==> config.mk <==
export PLATFORM = sky130hd
export DESIGN_NAME = xfb_line_count
export DESIGN_NICKNAME = d
export VERILOG_FILES = /design/src/rtl/xfb_pkg.sv /design/src/rtl/xfb_dp.sv /design/src/rtl/xfb_ctrl.sv /design/src/rtl/xfb_line_count.sv
export SDC_FILE = /design/constraint.sdc
export NUM_CORES = 1
export LEC_CHECK = 0
export BUFFER_PORTS_ARGS = -buffer_cell sky130_fd_sc_hd__buf_4
export CAP_MARGIN = 20
export CORE_MARGIN = 5
export CORE_UTILIZATION = 35
export CTS_CLUSTER_DIAMETER = 120
export CTS_CLUSTER_SIZE = 25
export DETAILED_ROUTE_END_ITERATION = 10
export PLACE_DENSITY = 0.52
export SLEW_MARGIN = 25
export SYNTH_ARGS = -nofsm -noshare
export SYNTH_HDL_FRONTEND = slang
export SYNTH_SLANG_ARGS = --single-unit
==> constraint.sdc <==
create_clock -name clk -period 3.7 [get_ports clk]
set_input_delay 0.37 -clock clk [delete_from_list [all_inputs] [get_ports clk]]
set_output_delay 0.37 -clock clk [all_outputs]
set_load 0.01 [all_outputs]
==> src/rtl/xfb_pkg.sv <==
package xfb_pkg;

	// input word: source height and unsigned fixed-point vertical scale (8 fraction bits, 256 = 1.0)
	typedef struct packed {
		logic [9:0] efb_height;
		logic [8:0] scale;
	} xfb_req_t;

	// result word: line count and status code
	typedef struct packed {
		logic [10:0] line_count;
		logic [1:0]  status;
	} xfb_rsp_t;

	// status codes
	localparam logic [1:0] STATUS_OK          = 2'd0;
	localparam logic [1:0] STATUS_ZERO_HEIGHT = 2'd1;
	localparam logic [1:0] STATUS_ZERO_SCALE  = 2'd2;

	// scale thresholds and saturation limit
	localparam logic [8:0]  FULL_SCALE = 9'h100;
	localparam logic [8:0]  HALF_SCALE = 9'h080;
	localparam logic [10:0] MAX_LINES  = 11'h400;

	// shared divider geometry
	localparam int DVD_W     = 18;
	localparam int DVS_W     = 9;
	localparam int DIV_STEPS = 18;
	localparam int MOD_STEPS = 10;
	localparam int CNT_W     = 5;

	// controller to datapath commands
	typedef struct packed {
		logic load;
		logic div_step;
		logic mod_load;
		logic mod_step;
		logic emit;
	} xfb_cmd_t;

	// datapath to controller status
	typedef struct packed {
		logic err;
		logic in_range;
	} xfb_stat_t;

endpackage

==> src/rtl/xfb_dp.sv <==
module xfb_dp (
	input  logic              clk,
	input  logic              arst_n,
	input  xfb_pkg::xfb_req_t req,
	input  xfb_pkg::xfb_cmd_t cmd,
	output xfb_pkg::xfb_stat_t stat,
	output xfb_pkg::xfb_rsp_t rsp
);

	logic [9:0]                   height_q;
	logic [8:0]                   scale_q;
	logic [1:0]                   status_q;
	logic [xfb_pkg::DVD_W-1:0]    dvd_q;
	logic [xfb_pkg::DVD_W-1:0]    quo_q;
	logic [xfb_pkg::DVS_W-1:0]    rem_q;
	logic [xfb_pkg::DVS_W-1:0]    dvs_q;
	logic [xfb_pkg::DVS_W-1:0]    odd_q;
	xfb_pkg::xfb_rsp_t            rsp_q;

	logic [xfb_pkg::DVS_W:0]      trial;
	logic                         fits;
	logic [xfb_pkg::DVS_W-1:0]    rem_next;
	logic                         inc;
	logic [xfb_pkg::DVD_W:0]      sum;
	logic [10:0]                  lines;
	logic [1:0]                   status_in;

	// one restoring step: shift in the next dividend bit, subtract if it fits
	assign trial    = {rem_q, dvd_q[xfb_pkg::DVD_W-1]};
	assign fits     = trial >= {1'b0, dvs_q};
	assign rem_next = fits ? xfb_pkg::DVS_W'(trial - {1'b0, dvs_q})
	                       : trial[xfb_pkg::DVS_W-1:0];

	// classify the incoming word
	always_comb begin
		if (req.efb_height == 10'd0) begin
			status_in = xfb_pkg::STATUS_ZERO_HEIGHT;
		end else if (req.scale == 9'd0) begin
			status_in = xfb_pkg::STATUS_ZERO_SCALE;
		end else begin
			status_in = xfb_pkg::STATUS_OK;
		end
	end

	assign stat.err      = status_q != xfb_pkg::STATUS_OK;
	assign stat.in_range = (scale_q > xfb_pkg::HALF_SCALE) && (scale_q < xfb_pkg::FULL_SCALE);

	// add one line, plus one more when the scale is in range and its stripped form divides the height, then saturate
	assign inc   = stat.in_range && (rem_q == '0);
	assign sum   = {1'b0, quo_q} + (xfb_pkg::DVD_W+1)'(1) + (xfb_pkg::DVD_W+1)'(inc);
	assign lines = (sum > (xfb_pkg::DVD_W+1)'(xfb_pkg::MAX_LINES)) ? xfb_pkg::MAX_LINES
	                                                              : sum[10:0];

	// operand and divider registers
	always_ff @(posedge clk) begin
		if (cmd.load) begin
			height_q <= req.efb_height;
			scale_q  <= req.scale;
			status_q <= status_in;
			dvd_q    <= {req.efb_height - 10'd1, 8'd0};
			rem_q    <= '0;
			dvs_q    <= req.scale;
			odd_q    <= req.scale;
		end else if (cmd.div_step || cmd.mod_step) begin
			dvd_q <= {dvd_q[xfb_pkg::DVD_W-2:0], fits};
			rem_q <= rem_next;
			// strip one trailing zero from the scale per divide step until it is odd
			if (cmd.div_step && odd_q != '0 && !odd_q[0]) begin
				odd_q <= odd_q >> 1;
			end
		end else if (cmd.mod_load) begin
			quo_q <= dvd_q;
			dvd_q <= {height_q, 8'd0};
			rem_q <= '0;
			dvs_q <= odd_q;
		end
	end

	// register the result word on emit; it holds until the next emit
	always_ff @(posedge clk or negedge arst_n) begin
		if (!arst_n) begin
			rsp_q <= '0;
		end else if (cmd.emit) begin
			if (stat.err) begin
				rsp_q.line_count <= '0;
			end else begin
				rsp_q.line_count <= lines;
			end
			rsp_q.status <= status_q;
		end
	end

	assign rsp = rsp_q;

endmodule

==> src/rtl/xfb_ctrl.sv <==
module xfb_ctrl (
	input  logic               clk,
	input  logic               arst_n,
	input  logic               start,
	input  xfb_pkg::xfb_stat_t stat,
	output xfb_pkg::xfb_cmd_t  cmd,
	output logic               busy,
	output logic               done
);

	typedef enum logic [2:0] {
		ST_IDLE,
		ST_DIV,
		ST_MODL,
		ST_MOD,
		ST_EMIT
	} state_t;

	state_t                    state_q;
	logic [xfb_pkg::CNT_W-1:0] cnt_q;
	logic                      done_q;

	assign busy = state_q != ST_IDLE;
	assign done = done_q;

	// decode commands from the current state
	always_comb begin
		cmd          = '0;
		cmd.load     = (state_q == ST_IDLE) && start;
		cmd.div_step = (state_q == ST_DIV) && !stat.err;
		cmd.mod_load = state_q == ST_MODL;
		cmd.mod_step = state_q == ST_MOD;
		cmd.emit     = state_q == ST_EMIT;
	end

	// advance the sequence
	always_ff @(posedge clk or negedge arst_n) begin
		if (!arst_n) begin
			state_q <= ST_IDLE;
			cnt_q   <= '0;
			done_q  <= 1'b0;
		end else begin
			done_q <= 1'b0;
			case (state_q)
				ST_IDLE: begin
					cnt_q <= '0;
					if (start) begin
						state_q <= ST_DIV;
					end
				end
				ST_DIV: begin
					if (stat.err) begin
						state_q <= ST_EMIT;
					end else if (cnt_q == xfb_pkg::CNT_W'(xfb_pkg::DIV_STEPS - 1)) begin
						cnt_q   <= '0;
						state_q <= ST_MODL;
					end else begin
						cnt_q <= cnt_q + 1'b1;
					end
				end
				ST_MODL: begin
					if (stat.in_range) begin
						state_q <= ST_MOD;
					end else begin
						state_q <= ST_EMIT;
					end
				end
				ST_MOD: begin
					if (cnt_q == xfb_pkg::CNT_W'(xfb_pkg::MOD_STEPS - 1)) begin
						cnt_q   <= '0;
						state_q <= ST_EMIT;
					end else begin
						cnt_q <= cnt_q + 1'b1;
					end
				end
				ST_EMIT: begin
					done_q  <= 1'b1;
					state_q <= ST_IDLE;
				end
				default: begin
					state_q <= ST_IDLE;
				end
			endcase
		end
	end

endmodule

==> src/rtl/xfb_line_count.sv <==
// Each word is loaded and divided, then the remainder pass is loaded; it runs only for a
// scale in (128, 256) before emit. A zero height or zero scale goes straight to emit.
// A new word is taken only while idle, not while one is in flight; the shared
// one-bit-per-cycle restoring divider serves both (18 quotient, 10 height remainder steps).
// done is high for one cycle with the result; the receiver cannot stall.
// Reset (arst_n low) returns the controller to idle and drops done; no results pending.
module xfb_line_count (
	input  logic              clk,
	input  logic              arst_n,
	input  logic              start,
	input  xfb_pkg::xfb_req_t req,
	output logic              busy,
	output logic              done,
	output xfb_pkg::xfb_rsp_t rsp
);

	xfb_pkg::xfb_cmd_t  cmd;
	xfb_pkg::xfb_stat_t stat;

	// sequence the divide and remainder passes
	xfb_ctrl u_ctrl (
		.clk    (clk),
		.arst_n (arst_n),
		.start  (start),
		.stat   (stat),
		.cmd    (cmd),
		.busy   (busy),
		.done   (done)
	);

	// operands, shared divider and result register
	xfb_dp u_dp (
		.clk    (clk),
		.arst_n (arst_n),
		.req    (req),
		.cmd    (cmd),
		.stat   (stat),
		.rsp    (rsp)
	);

endmodule
==> flow_summary.ini, run 1 <==
[sta]
finalCriticalPeriod_ps = 3020
rsz0062_at_grt = false
slew_viol_final = 0
relSlewSlack_pct = 43.7
fin_crit_sh_pct = 81.6
timing.final.ws_setup_ps = 680
hold_viol = 0
tightestPinTransition_ps = 842
fin_tns_setup_ps = 0
fmax_mhz = 331
finalSetupViolCount = 0
clock_skew_ps = 5.46
hold_slack_ps = 214

[cts]
clockBufferDepth = 2
htree_levels = 3
insertion_delay_ps = 350
path_clk_slew_ps = 70
clock_sinks = 106
cts_hold_buffers = 1
numCtsBuffers = 9
cts_tree = built
post_cts_buffers = 0
ctsResizeCount = 0
cts_root_buffer = clkbuf_16

[routing]
ant_nets = 0
avgRoutedWirePerCell_um = 16.1
drtPass1Iterations = 5
via_count = 3702
drt-total-wl_um = 11300
drc = 0
drt_iter0_drc = 357
avgViaCountPerCell = 5.29

[worst_setup_path]
cp.required_ps = 3910
start_kind = register
crit_path_end_kind = register
worstSetupPathType = register to register
reg2reg_to = u_dp.rsp[3]$_DFFE_PN0P_
reg2reg_from = u_dp.scale_q[3]$_DFFE_PP_
endpoint = u_dp.rsp[3]$_DFFE_PN0P_
worstPathMaxFanout = 10
crit_start = u_dp.scale_q[3]$_DFFE_PP_
worstPathArrival_ps = 3230
rrSetupSlack_ps = 680
r2r.worst_path.cells = 13

[grt]
grt_overflow = 0
grtUsageTotal_pct = 13.4
grt_pass1_wl_um = 19200
grt_max_degree = 23
first_global_vias = 3788
antenna_found_initial = 0

[place]
placed_cells = 683
dp_hpwl_um = 8430
place.port_buffers = 36
gp_congestion = 0.916
preCtsSetupSlack_ps = 653

[yosys]
synth_seq_area_share_pct = 55.9
ys_async_sr_fraction_pct = 20.8
syn_inst = 472
yosys_register_bits = 106
yosysWarnings = 0
synth_fp_nets = 509
syn_area_um2 = 5190
synth_flop_cell = edfxtp_1
synth_top_area_share_pct = 38.7
ys_types = 62
synth_area_per_cell_um2 = 11.0
synth_area_leader_cell = edfxtp_1
synth-edff-count = 67
synthTopCellsByArea = edfxtp_1 (39%), dfrtp_1 (11%), dfxtp_1 (6.6%)

[final_layout]
fillers = 1410
nNetsFinal = 548
drive_above_1_share_pct = 15.9
area_delta_synth_final_pct = 15.6
fin_util_pct = 41.3
antenna_cells = 0
instances_no_fill = 700

[run_status]
status = finished clean

[die]
die_x_um = 132
top_level_ports = 37
initial_utilization_pct = 35.7
rows = 44
die_h_um = 132
coreArea_um2 = 14500
dieArea_um2 = 17400

[min_path]
hold_class = input port to register

[power_and_ir_drop]
leakage_nw = 2.35
peakVddDrop_uv = 477
powerDensity_nw_per_um2 = 778

[job]
drv_cap = 0
[cell usage in the layout, fill, tap and decap left out, types with 7 or more instances in the layout]
cell type / netlist / layout
nand2_1: 75 / 75
edfxtp_1: 67 / 67
buf_4: 0 / 41
nor2_1: 32 / 32
o21ai_0: 28 / 28
inv_1: 23 / 23
dfrtp_1: 22 / 22
dfxtp_1: 17 / 17
nor3_1: 16 / 16
xnor2_1: 15 / 15
ha_1: 14 / 14
a21oi_1: 13 / 13
nor4_1: 10 / 10
nand3_1: 9 / 9
a22o_1: 9 / 9
clkbuf_16: 0 / 9
o41ai_2: 8 / 8
o21a_1: 7 / 7
[worst min-delay path by stage]
stage,cells past startpoint,to,startpoint
2_1_floorplan,0,u_ctrl.cnt_q[0]$_DFFE_PN0P_,arst_n
3_3_place_gp,1,u_ctrl.cnt_q[2]$_DFFE_PN0P_,arst_n
3_5_place_dp,1,u_ctrl.cnt_q[2]$_DFFE_PN0P_,arst_n
4_1_cts,1,u_dp.scale_q[3]$_DFFE_PP_,req[3]
5_1_grt,1,u_dp.scale_q[3]$_DFFE_PP_,req[3]
6_report,1,u_dp.height_q[1]$_DFFE_PP_,req[10]
[cells in the mapped netlist (all sizes together), types with 3 or more instances]
library cell,instances
nand2,76
edfxtp,67
nor2,33
o21ai,28
inv,23
dfrtp,22
dfxtp,17
nor3,16
xnor2,15
ha,14
a21oi,13
clkbuf,11
nor4,10
a22o,9
nand3,9
o41ai,8
nand4,7
o21a,7
o31a,6
xor2,6
a221o,5
a22oi,5
mux2i,5
mux2,4
nand2b,4
nor2b,4
or2,4
a211oi,3
a21boi,3
a31oi,3
buf,3
o22ai,3
o31ai,3
or4,3
[state kept, by name, indices dropped and copies added (netlist names)]
register        cells
u_ctrl.done         1
u_ctrl.cnt_q        5
u_dp.quo_q         18
u_dp.dvd_q         18
u_dp.odd_q          9
u_ctrl.state_q      3
u_dp.status_q       2
u_dp.dvs_q          9
u_dp.rem_q          9
u_dp.height_q      10
u_dp.rsp           13
u_dp.scale_q        9
[through the flow]
stage / total power [mW] / cell area [um^2]
final: 4.67 / 6000
after CTS: 4.71 / 6000
after global routing: 4.99 / 6000
after detailed placement: 3.66 / 5680
after floorplan: 3.13 / 5190
after global placement: 3.64 / 5680
[per-layer routing]
metal / part of all wire [%] / GRT usage (%) / vias to the layer above
met5: 0 / 0 / -
met4: 1.2 / 3.60 / 0
met3: 4.3 / 3.85 / 14
met2: 47 / 21.5 / 75
met1: 48 / 18.0 / 1794
li1: - / - / 1819
[cells by family (layout without fill, tap and decap cells)]
| family | Yosys count | in the layout | share of synthesized area, % |
|---|---|---|---|
| AOI/OAI and AO/OA | 105 | 105 | 15.4 |
| DFF | 106 | 106 | 55.9 |
| and+or+nand+nor | 178 | 178 | 16.7 |
| muxes | 9 | 9 | 1.83 |
| xor gates and xnor gates | 21 | 21 | 3.54 |
| adders and majority gates | 15 | 15 | 3.76 |
| buffers and inverters | 38 | 82 | 2.82 |
[power breakdown]
part           internal (mW)  switching (mW)  total (mW)  leakage, nW
Combinational          0.617            1.03        1.65         1.13
Clock                  0.597           0.433        1.03        0.156
Sequential              1.74           0.251        1.99         1.07
Total                   2.95            1.72        4.67         2.35
[layout make-up]
type                       count  area, um^2  share of cell area, %
clock buffer                  10         229                   3.81
inverter                      24        90.1                   1.50
clock inverter                 6        88.8                   1.48
timing repair buffer          42         318                   5.29
sequential                   106        2900                   48.4
tap                          184         230                   3.83
multi-input combinational    328        2140                   35.7
[critical path: stages, from the launching register on]
cell,delay [ps]
edfxtp_1,360
nor4_1,270
nand2_1,90
nand3b_1,180
nand4b_1,150
ha_1,190
inv_1,50
ha_1,240
and4_1,210
nand3_1,100
xnor2_1,150
nor4_1,80
a31oi_2,590
o21ai_0,190
(Power assumes the default switching activity.)
==> run 2, diff against run 1 <==
Clock period 3.7 ns to 3 ns, I/O delays scaled along.
==> flow_summary.ini, run 2 (same netlist as run 1, synthesis figures left out) <==
[run_status]
status = finished clean

[grt]
grtUsageTotal_pct = 13.2
grt_pass1_wl_um = 18800
grt_max_degree = 23
antenna_found_initial = 0
first_global_vias = 3714
grt_overflow = 0

[sta]
relSlewSlack_pct = 47.1
slew_viol_final = 0
finalSetupViolCount = 0
hold_slack_ps = 155
fmax_mhz = 354
hold_viol = 0
finalCriticalPeriod_ps = 2820
fin_tns_setup_ps = 0
clock_skew_ps = 5.70
tightestPinTransition_ps = 784
fin_crit_sh_pct = 94.1

[power_and_ir_drop]
p_int_mw = 3.53
seqPwrFrac_pct = 43.1
powerDensity_nw_per_um2 = 928
p_clk_share_pct = 20.0
peakVddDrop_uv = 400
p_total_mw = 5.69
switching_share_pct = 38.1
comb_power_share_pct = 36.9
leakage_nw = 2.47
p_switching_mw = 2.17

[job]
drv_cap = 0

[final_layout]
finalInstanceArea_um2 = 6130
drive_above_1_share_pct = 19.3
final_cell_mix = nand2_1 (75), edfxtp_1 (67), buf_4 (48)
nNetsFinal = 556
area_delta_synth_final_pct = 18.1
final_common_cell = nand2_1
antenna_cells = 0
fin_util_pct = 42.2

[worst_setup_path]
crit_path_end_kind = register
worstPathArrival_ps = 3060
cp.required_ps = 3230
worstSetupPathType = register to register
worstPathMaxFanout = 6
start_kind = register
rrSetupSlack_ps = 180

[cts]
cts_tree = built
htree_levels = 3
clock_sinks = 106
cts_root_buffer = clkbuf_16
path_clk_slew_ps = 70
clockBufferDepth = 2
numCtsBuffers = 9
insertion_delay_ps = 340

[place]
gp_congestion = 0.887
dp_hpwl_um = 8540
place.port_buffers = 36
placed_cell_area_um2 = 5710

[min_path]
hold_class = input port to register

[die]
coreArea_um2 = 14500
top_level_ports = 37
die_h_um = 132
rows = 44
dieArea_um2 = 17400
initial_utilization_pct = 35.7
die_x_um = 132

[routing]
drt-total-wl_um = 11400
ant_nets = 0
drt_iter0_drc = 194
avgViaCountPerCell = 5.22
via_count = 3693
drtPass1Iterations = 6
drc = 0
avgRoutedWirePerCell_um = 16.2
## run 2: cell count changes in the layout (fill, tap and decap cells not counted), sizes merged
cell    previous run  this run
nand2             76        77
inv               25        27
bufinv             2         0
clkinv             3         4
clkbuf            10         9
buf               41        48
## run 2: path summary, 6_finish.rpt
path / start / endpoint / depth (start not counted)
hold reg to reg: u_dp.dvd_q[17]$_DFFE_PP_ / u_dp.quo_q[17]$_DFFE_PP_ / 0
hold / removal: req[2] / u_dp.scale_q[2]$_DFFE_PP_ / 1
min in group asynchronous: arst_n / u_ctrl.cnt_q[0]$_DFFE_PN0P_ / 2
setup / recovery: u_dp.rem_q[5]$_SDFFE_PP0P_ / u_dp.rsp[10]$_DFFE_PN0P_ / 11
setup reg to reg: u_dp.rem_q[5]$_SDFFE_PP0P_ / u_dp.rsp[10]$_DFFE_PN0P_ / 11
max in group asynchronous: arst_n / u_dp.rsp[11]$_DFFE_PN0P_ / 2
## run 2: routing by layer
metal / GRT usage [%] / up-vias / wire (um)
li1: - / 1850 / -
met1: 18.0 / 1748 / 5580
met2: 20.6 / 78 / 5150
met3: 3.32 / 17 / 485
met4: 4.57 / 0 / 212
met5: 0 / - / 0
## run 2: critical path, cell delays in order, from the launching register on
cell and delay, ps:
dfxtp_1 350, nor4_2 290, nand4b_1 150, ha_1 230
inv_1 60, ha_2 220, and4_1 280, nand2_1 80
nor4_2 310, xnor2_2 220, nand2_4 150, o41ai_2 370
## run 2: area by class of cell
cell class / instances / area (um^2)
sequential: 106 / 2900
fill: 1408 / 8400
clock buffer: 9 / 225
clock inverter: 7 / 58.8
multi-input combinational: 329 / 2260
timing repair buffer: 49 / 370
tap: 184 / 230
inverter: 24 / 90.1
## run 2: through the flow
step	setup slack [ps]	std cells
2_1_floorplan	407	472
3_3_place_gp	128	688
3_5_place_dp	-4.16	688
4_1_cts	26.3	705
5_1_grt	-0.0155	708
6_report	176	708
## run 2: timing repair
| action | 4_1_cts | 5_1_grt |
|---|---|---|
| endpoints found under the setup margin | 1 | 11 |
| hold endpoints to repair | 22 | 0 |
| gates cloned | 0 | 1 |
| gates resized for setup | 1 | 15 |
| setup buffers | 0 | 2 |
| pin swaps | 0 | 3 |
| hold buffers | 1 | 0 |
## run 2: power by group through the flow
stage	Clock [mW]	Combinational (mW)	Sequential, mW
finish	1.14	2.10	2.46
global route	1.23	2.35	2.51
CTS	1.18	2.09	2.45
detailed placement	0	2.08	2.48
global placement	0	2.04	2.47
floorplan	0	1.50	2.36
